==> src/rtl/ecr_pkg.sv <==
// ----------------------------------------------------------------------------
// ecr_pkg: shared widths, stage positions and types
// Widths of the fixed-point datapath and the stage at which each value
// becomes available in the elastic collision response pipeline.
// ----------------------------------------------------------------------------
package ecr_pkg;

	// Fraction bits of velocities, unit normal and weights.
	localparam int FRAC_BITS = 16;

	// Field widths.
	localparam int VEL_W  = 32;
	localparam int MASS_W = 32;
	localparam int MAG_W  = 32;
	localparam int ERR_W  = 2;

	// Internal widths.
	localparam int REL_W    = VEL_W + 1;
	localparam int DEN_W    = MASS_W + 1;
	localparam int RAD_W    = 2 * MAG_W;
	localparam int ROOT_W   = MAG_W;
	localparam int SQ_STEPS = ROOT_W;
	localparam int DQW      = FRAC_BITS + 2;
	localparam int UW       = FRAC_BITS + 2;
	localparam int WW       = FRAC_BITS + 2;
	localparam int PRD_W    = REL_W + UW;
	localparam int DOT_W    = PRD_W + 1;
	localparam int P_W      = DOT_W - FRAC_BITS;
	localparam int QP_W     = P_W + WW + 1;
	localparam int Q_W      = QP_W - FRAC_BITS;
	localparam int DP_W     = Q_W + UW;
	localparam int D_W      = DP_W - FRAC_BITS;
	localparam int RES_W    = D_W + 1;

	// Stage at which each value sits in its register.
	localparam int ST_NSH      = 2;
	localparam int ST_SQ       = ST_NSH + 1;
	localparam int ST_RAD      = ST_SQ + 1;
	localparam int ST_LEN      = ST_RAD + SQ_STEPS;
	localparam int ST_UQ       = ST_LEN + DQW;
	localparam int ST_WQ       = DQW;
	localparam int ST_W        = ST_WQ + 1;
	localparam int RESP_STAGES = 6;
	localparam int ST_OUT      = ST_UQ + RESP_STAGES;

	// Error codes.
	localparam logic [ERR_W-1:0] ERR_OK        = ERR_W'(0);
	localparam logic [ERR_W-1:0] ERR_BOTH_INF  = ERR_W'(1);
	localparam logic [ERR_W-1:0] ERR_BOTH_USER = ERR_W'(2);

	// Per-item context that rides along the pipeline.
	typedef struct packed {
		logic signed [VEL_W-1:0] ax;
		logic signed [VEL_W-1:0] ay;
		logic signed [VEL_W-1:0] bx;
		logic signed [VEL_W-1:0] by;
		logic signed [REL_W-1:0] rx;
		logic signed [REL_W-1:0] ry;
		logic                    nx_neg;
		logic                    ny_neg;
		logic                    nrm_zero;
		logic                    a_inf;
		logic                    b_inf;
		logic                    sum_zero;
		logic [ERR_W-1:0]        err;
	} ctx_t;

	typedef struct packed {
		logic [MAG_W-1:0] x;
		logic [MAG_W-1:0] y;
	} mag2_t;

	typedef struct packed {
		logic [WW-1:0] wa;
		logic [WW-1:0] wb;
	} wgt_t;

endpackage

==> src/rtl/ecr_nshift.sv <==
// ----------------------------------------------------------------------------
// ecr_nshift: normal magnitude normalizer
// Shifts both normal magnitudes left by the least amount that brings the
// larger one to at least 2^30. Two register stages.
// ----------------------------------------------------------------------------
module ecr_nshift (
	input  logic                     clk,
	input  logic                     en,
	input  logic [ecr_pkg::MAG_W-1:0] mag_x,
	input  logic [ecr_pkg::MAG_W-1:0] mag_y,
	output logic [ecr_pkg::MAG_W-1:0] norm_x,
	output logic [ecr_pkg::MAG_W-1:0] norm_y
);
	import ecr_pkg::*;

	logic [MAG_W-1:0] ma, xa, ya;
	logic [MAG_W-1:0] mb, xb, yb;
	logic [MAG_W-1:0] m_s1, x_s1, y_s1;
	logic [MAG_W-1:0] x_s2, y_s2;

	// First half of the shift search: steps of 16 and 8.
	always_comb begin
		ma = (mag_x > mag_y) ? mag_x : mag_y;
		xa = mag_x;
		ya = mag_y;
		if (ma[31:15] == '0) begin
			ma = ma << 16;
			xa = xa << 16;
			ya = ya << 16;
		end
		if (ma[31:23] == '0) begin
			ma = ma << 8;
			xa = xa << 8;
			ya = ya << 8;
		end
	end

	always_ff @(posedge clk) begin
		if (en) begin
			m_s1 <= ma;
			x_s1 <= xa;
			y_s1 <= ya;
		end
	end

	// Second half: steps of 4, 2 and 1.
	always_comb begin
		mb = m_s1;
		xb = x_s1;
		yb = y_s1;
		if (mb[31:27] == '0) begin
			mb = mb << 4;
			xb = xb << 4;
			yb = yb << 4;
		end
		if (mb[31:29] == '0) begin
			mb = mb << 2;
			xb = xb << 2;
			yb = yb << 2;
		end
		if (mb[31:30] == '0) begin
			xb = xb << 1;
			yb = yb << 1;
		end
	end

	always_ff @(posedge clk) begin
		if (en) begin
			x_s2 <= xb;
			y_s2 <= yb;
		end
	end

	assign norm_x = x_s2;
	assign norm_y = y_s2;

endmodule

==> config.mk <==
export PLATFORM = sky130hd
export DESIGN_NAME = ecr_nshift
export DESIGN_NICKNAME = d
export VERILOG_FILES = /design/src/rtl/ecr_pkg.sv /design/src/rtl/ecr_nshift.sv
export SDC_FILE = /design/constraint.sdc
export NUM_CORES = 1
export LEC_CHECK = 0
export ABC_AREA = 1
export BUFFER_PORTS_ARGS = -buffer_cell sky130_fd_sc_hd__buf_4
export CAP_MARGIN = 20
export CORE_MARGIN = 2
export CORE_UTILIZATION = 55
export CTS_BUF_LIST = sky130_fd_sc_hd__clkbuf_8
export DETAILED_ROUTE_END_ITERATION = 10
export PLACE_DENSITY_LB_ADDON = 0.12
export SYNTH_ARGS = -nofsm -noshare
export SYNTH_HDL_FRONTEND = slang
export SYNTH_SLANG_ARGS = --single-unit
==> constraint.sdc <==
create_clock -name clk -period 4.1 [get_ports clk]
set_input_delay 0.82 -clock clk [delete_from_list [all_inputs] [get_ports clk]]
set_output_delay 0.82 -clock clk [all_outputs]
set_load 0.02 [all_outputs]
[Word-level counts from Yosys, hierarchy flattened]
Index checks and enable logic that the tools add are counted.
Operators by class
  $lt $le $gt $ge: 1
  mux-type cells: 15
  reductions and logical operators: 5
Operators with widths (number)
  two-way mux 32 bit: 15
  greater-than comparator 32 bit: 1
  logical NOT 17 bit: 1
  logical NOT 9 bit: 1
  logical NOT 5 bit: 1
  logical NOT 3 bit: 1
  logical NOT 2 bit: 1
Word-level totals
  bits in registers: 160
  bits of input ports: 66
  output and inout bits: 64
  logic and storage cells: 31

[Longest topological paths before layout]
  depth after elaboration: 6
  depth in mapped cells: 31
  depth with buffers taken out: 27

[Worst setup path after synthesis]
No wires, ideal clock.
  path type: input port to flip-flop
  start: in mag_y[15] in the netlist's numbering
  end: reg y_s1[21] (data pin)
  setup time: 0.253 ns
  arrival: 3.289 ns
  required time: 3.847 ns
  setup slack: 0.559 ns
  stages on the path: 24
  buffers on the path: 3
  cell sequence: inv_1 ha_1 nand2_1 nor3_2 nand2_1 nand2_1 nand2_2 nand2_4 nand2_4 buf_8 nand2_2 nand2_4 nor2_4 nand3_2 nor2_4 nand3_1 nand2_2 nand2_1 nor2_2 nand3_4 buf_8 buf_8 nand2_2 nand2_1
Between the ends
  longest elaborated chain between the ends: 6
  elaborated cells on any way between the ends: 7
  those cells by class: order compare (1); mux (4); reduce/logical (2)
Ends and longest elaborated chain
  start, declared: RTL line ecr_nshift.sv:10  | input logic [ecr_pkg::MAG_W-1:0] mag_y,
  greater-than comparator 32 bit: RTL line ecr_nshift.sv:23  | ma = (mag_x > mag_y) ? mag_x : mag_y;
  two-way mux 32 bit *: RTL line ecr_nshift.sv:23
  logical NOT 17 bit: RTL line ecr_nshift.sv:26  | if (ma[31:15] == '0) begin
  two-way mux 32 bit: RTL line ecr_nshift.sv:26
  logical NOT 9 bit: RTL line ecr_nshift.sv:31  | if (ma[31:23] == '0) begin
  two-way mux 32 bit *: RTL line ecr_nshift.sv:31
  via ya[21]: RTL line ecr_nshift.sv:16  | logic [MAG_W-1:0] ma, xa, ya;
  end signal, assigned: RTL line ecr_nshift.sv:42  | y_s1 <= ya;
  end, declared: RTL line ecr_nshift.sv:18  | logic [MAG_W-1:0] m_s1, x_s1, y_s1;
The timed path passes the listed nets; every way through them passes the cells marked *.
A chain may end at the register's enable or synchronous reset.

[Worst setup path in the final report]
  start: in mag_y[31] in the netlist's numbering
  end: reg x_s1[6] (data pin)
Between the ends
  longest elaborated chain between the ends: 5
  elaborated cells on any way between the ends: 6
  those cells by class: order compare (1); mux (3); reduce/logical (2)
Ends and longest elaborated chain
  greater-than comparator 32 bit: RTL line ecr_nshift.sv:23
  two-way mux 32 bit *: RTL line ecr_nshift.sv:23
  logical NOT 17 bit: RTL line ecr_nshift.sv:26
  two-way mux 32 bit: RTL line ecr_nshift.sv:26
  logical NOT 9 bit: RTL line ecr_nshift.sv:31
  end signal, assigned: RTL line ecr_nshift.sv:41  | x_s1 <= xa;
  end, declared: RTL line ecr_nshift.sv:18
Every way passes the cells marked *; elsewhere a longest branch is shown, timed or not.

==> flow_summary_export.csv <==
group,metric,value,unit
finish,fillerInstances,1488,
status,outcome,"completed",
synthesis,seq_area_frac_synth,42.92,%
finish,diodes,0,
flow_run,max_cap_viol_count,0,
drt,drtAntennaViolNets,0,
worst_setup_path,worstPathCellList,"buf_4 > inv_1 > ha_1 > nand2_1 > nor2_1 > nand2_1 > a21oi_1 > nor2_1 > nand2_4 > nand2_4 > buf_4 > o21ai_4 > nand3_2 > nor2_4 > nand3_1 > nand2_1 > nand3_2 > nor2_4 > buf_12 > a21boi_0",
synthesis,synthArstFlopShare,0,%
synthesis,yosys.cell_types.count,40,
drt,post_drt_wl_per_cell,15.58,um
worst_setup_path,cp.arrival,3.84,ns
finish,multi_input_area,4642,um^2
finish,synthToLayoutAreaGrowth,20.56,%
placed_design,dp_hpwl,20.16,mm
placed_design,placed_area,11080,um^2
worst_setup_path,cp_slowest_cell,"ha_1",
power,worst_ir_drop_vdd,252.6,uV
global_route,grt_pass1_vias,7930,
drt,vias,8597,
synthesis,yosys_warnings,0,
sta,fin_worst_skew,0.01552,ns
sta,fmax,271.5,MHz
synthesis,avgSynthCellArea,7.605,um^2
sta,slew_viol_final,0,
clocking,post_cts_buffers,0,
sta,finalCriticalPeriod,3.684,ns
synthesis,yosys_register_bits,136,
finish,design_area,11470,um^2
global_route,busiest_layer,"met2",
synthesis,syn_inst,1251,
placed_design,gp_congestion,0.9568,
worst_setup_path,critPathTopFamily,"simple AND/OR/NAND/NOR gates",
worst_setup_path,cpMostUsedCell,"nand2_1",
global_route,antenna_found_initial,0,
die,core_area,17120,um^2
placed_design,io_buffers,129,
worst_setup_path,cp-start-kind,"primary input",
power,power_density,356.2,nW/um^2
finish,drive_gt1_share,24.17,%
sta,period_share,89.85,%
hold_path,hp-class,"reg -> reg",
clocking,holdBufCountCts,0,
drt,drc,0,
finish,layout.nets,1500,
global_route,track_usage,28.77,%
clocking,numCtsBuffers,17,
sta,tightest_slew,0.9386,ns
global_route,met2_usage,44.78,%
worst_setup_path,cp_max_fo,47,
sta,finalHoldViolCount,0,
global_route,met1_usage,39.80,%
clocking,clk_pin_slew,0.08,ns
finish,final_util,67.01,%
clocking,cts-root-buf,"clkbuf_8",
sta,rsz0062_at_grt,"false",
worst_setup_path,path_buf_inv,4,
clocking,cts_tree,"done",
clocking,clock_latency,0.44,ns
hold_path,min_path_cells,4,
synthesis,netlist_area,9514,um^2
global_route,grt_max_degree,75,
synthesis,syn-num-nets,1349,
die,die_x,135.5,um
worst_setup_path,reg2regPathDepth,8,
drt,drt_iter0_drc,810,
worst_setup_path,cpPeakStageDelay,0.29,ns
global_route,overflow,0,
die,rows,48,
global_route,use_met3,3.666,%
worst_setup_path,r2r_setup_slack,0.85,ns
clocking,clk_path_buf_depth,2,
synthesis,synth-edff-count,136,
die,start_util,55.58,%
sta,timing.slew.headroom,37.43,%
clocking,numClockSinks,136,
die,io_pins,130,
drt,vias_per_cell,5.242,
synthesis,ys.flop_type,"edfxtp_1",
global_route,grt_first_pass_wirelength,40.91,mm
power,power.static_leakage,5.580,nW
finish,area.sequential,4084,um^2
sta,setup_viol,0,
drt,wirelength,25.55,mm
worst_setup_path,worst_setup_path_end_kind,"flip-flop",
die,fp.dieH,135.5,um
drt,dr.pass1.iters,5,
die,dieArea,18370,um^2
clocking,htreeDepth,4,
worst_setup_path,crit_type,"in -> reg",
worst_setup_path,cp.required,4.26,ns
clocking,cts_resized,0,
worst_setup_path,crit_cells,20,
==> cells in the mapped netlist (6+ instances only) <==
master    number  share of area [%]
clkbuf_1      44                1.7
buf_4          7               0.55
nand2_1      447                 18
inv_1        105                4.1
o21ai_0      174                9.2
or2_2         40                2.6
nand3_1       81                4.3
buf_2         15               0.79
edfxtp_1     136                 43
a21oi_1       17               0.89
a21boi_1       7               0.55
ha_1          32                4.2
nand2_2       27                1.8
inv_2          6               0.24
nor2_1        48                1.9
nor2_4         7               0.83
a21boi_0       9               0.71
==> registers in the layout, summed over array words and instances, names as in the netlist <==
register  cells
norm_y       32
m_s1          8
norm_x       32
x_s1         32
y_s1         32
==> layout make-up <==
| cell class | count | area share, % |
|---|---|---|
| Clock buffer | 17 | 2.040 |
| Clock inverter | 15 | 1.342 |
| Inverter | 112 | 3.665 |
| Multi-Input combinational cell | 928 | 40.47 |
| Sequential cell | 136 | 35.61 |
| Tap cell | 225 | 2.454 |
| Timing Repair Buffer | 207 | 14.42 |
==> where the power goes <==
group	internal, mW	total [mW]	switching, mW
clock	0.540	1.07	0.532
sequential	1.74	1.79	0.0540
combinational	0.469	1.22	0.752
==> metal layers <==
layer	vias to the layer above	wire length (um)
met5	-	0
met4	0	1311
met3	71	1576
met2	366	11360
met1	3777	11300
li1	4383	-
==> path summary, 6_finish.rpt <==
kind	end	from
hold / removal	norm_y[31]	y_s1[31]
hold reg to reg	norm_y[31]	y_s1[31]
setup / recovery	x_s1[6]	mag_y[31]
setup reg to reg	norm_y[7]	m_s1[30]
==> layout by cell type (no fill, tap or decap), types with 5 or more instances in the layout <==
cell / n
nand2_1: 446
buf_4: 199
o21ai_0: 174
edfxtp_1: 136
inv_1: 105
nand3_1: 81
nor2_1: 47
or2_2: 40
ha_1: 32
nand2_2: 28
clkbuf_8: 17
a21oi_1: 16
a21boi_0: 9
buf_12: 8
nor2_4: 7
a21boi_1: 7
inv_2: 6
clkinvlp_4: 6
nor2_2: 5
o21bai_1: 5
==> cell families after synthesis <==
| family | Yosys count | share of synthesized area [%] |
|---|---|---|
| simple gates | 671 | 31.48 |
| buf+inv | 187 | 8.535 |
| mux | 2 | 0.2104 |
| compound gates | 223 | 12.64 |
| fa+ha+maj | 32 | 4.208 |
| flops | 136 | 42.92 |
==> worst register-to-register path: cells and delay by family (launching register included) <==
kind	cells	cell delay (ns)
AOI/OAI and AO/OA	3	0.70
DFF	1	0.39
buffers and inverters	3	0.84
and+or+nand+nor	2	1.05
==> metrics by stage <==
stage | setup WS [ns] | instances | setup TNS, ns | power [mW] | hold slack, ns
detailed placement | -0.01429 | 1608 | -0.01429 | 3.037 | 0.7359
CTS | 0.4600 | 1640 | 0 | 4.098 | 0.7517
global placement | 0.03994 | 1608 | 0 | 3.018 | 0.7267
finish | 0.4163 | 1640 | 0 | 4.086 | 0.7539
floorplan | 0.5589 | 1251 | 0 | 2.554 | 0.6871
global route | 0.2448 | 1640 | 0 | 4.318 | 0.8447
Power figures use the tool's default switching activity.
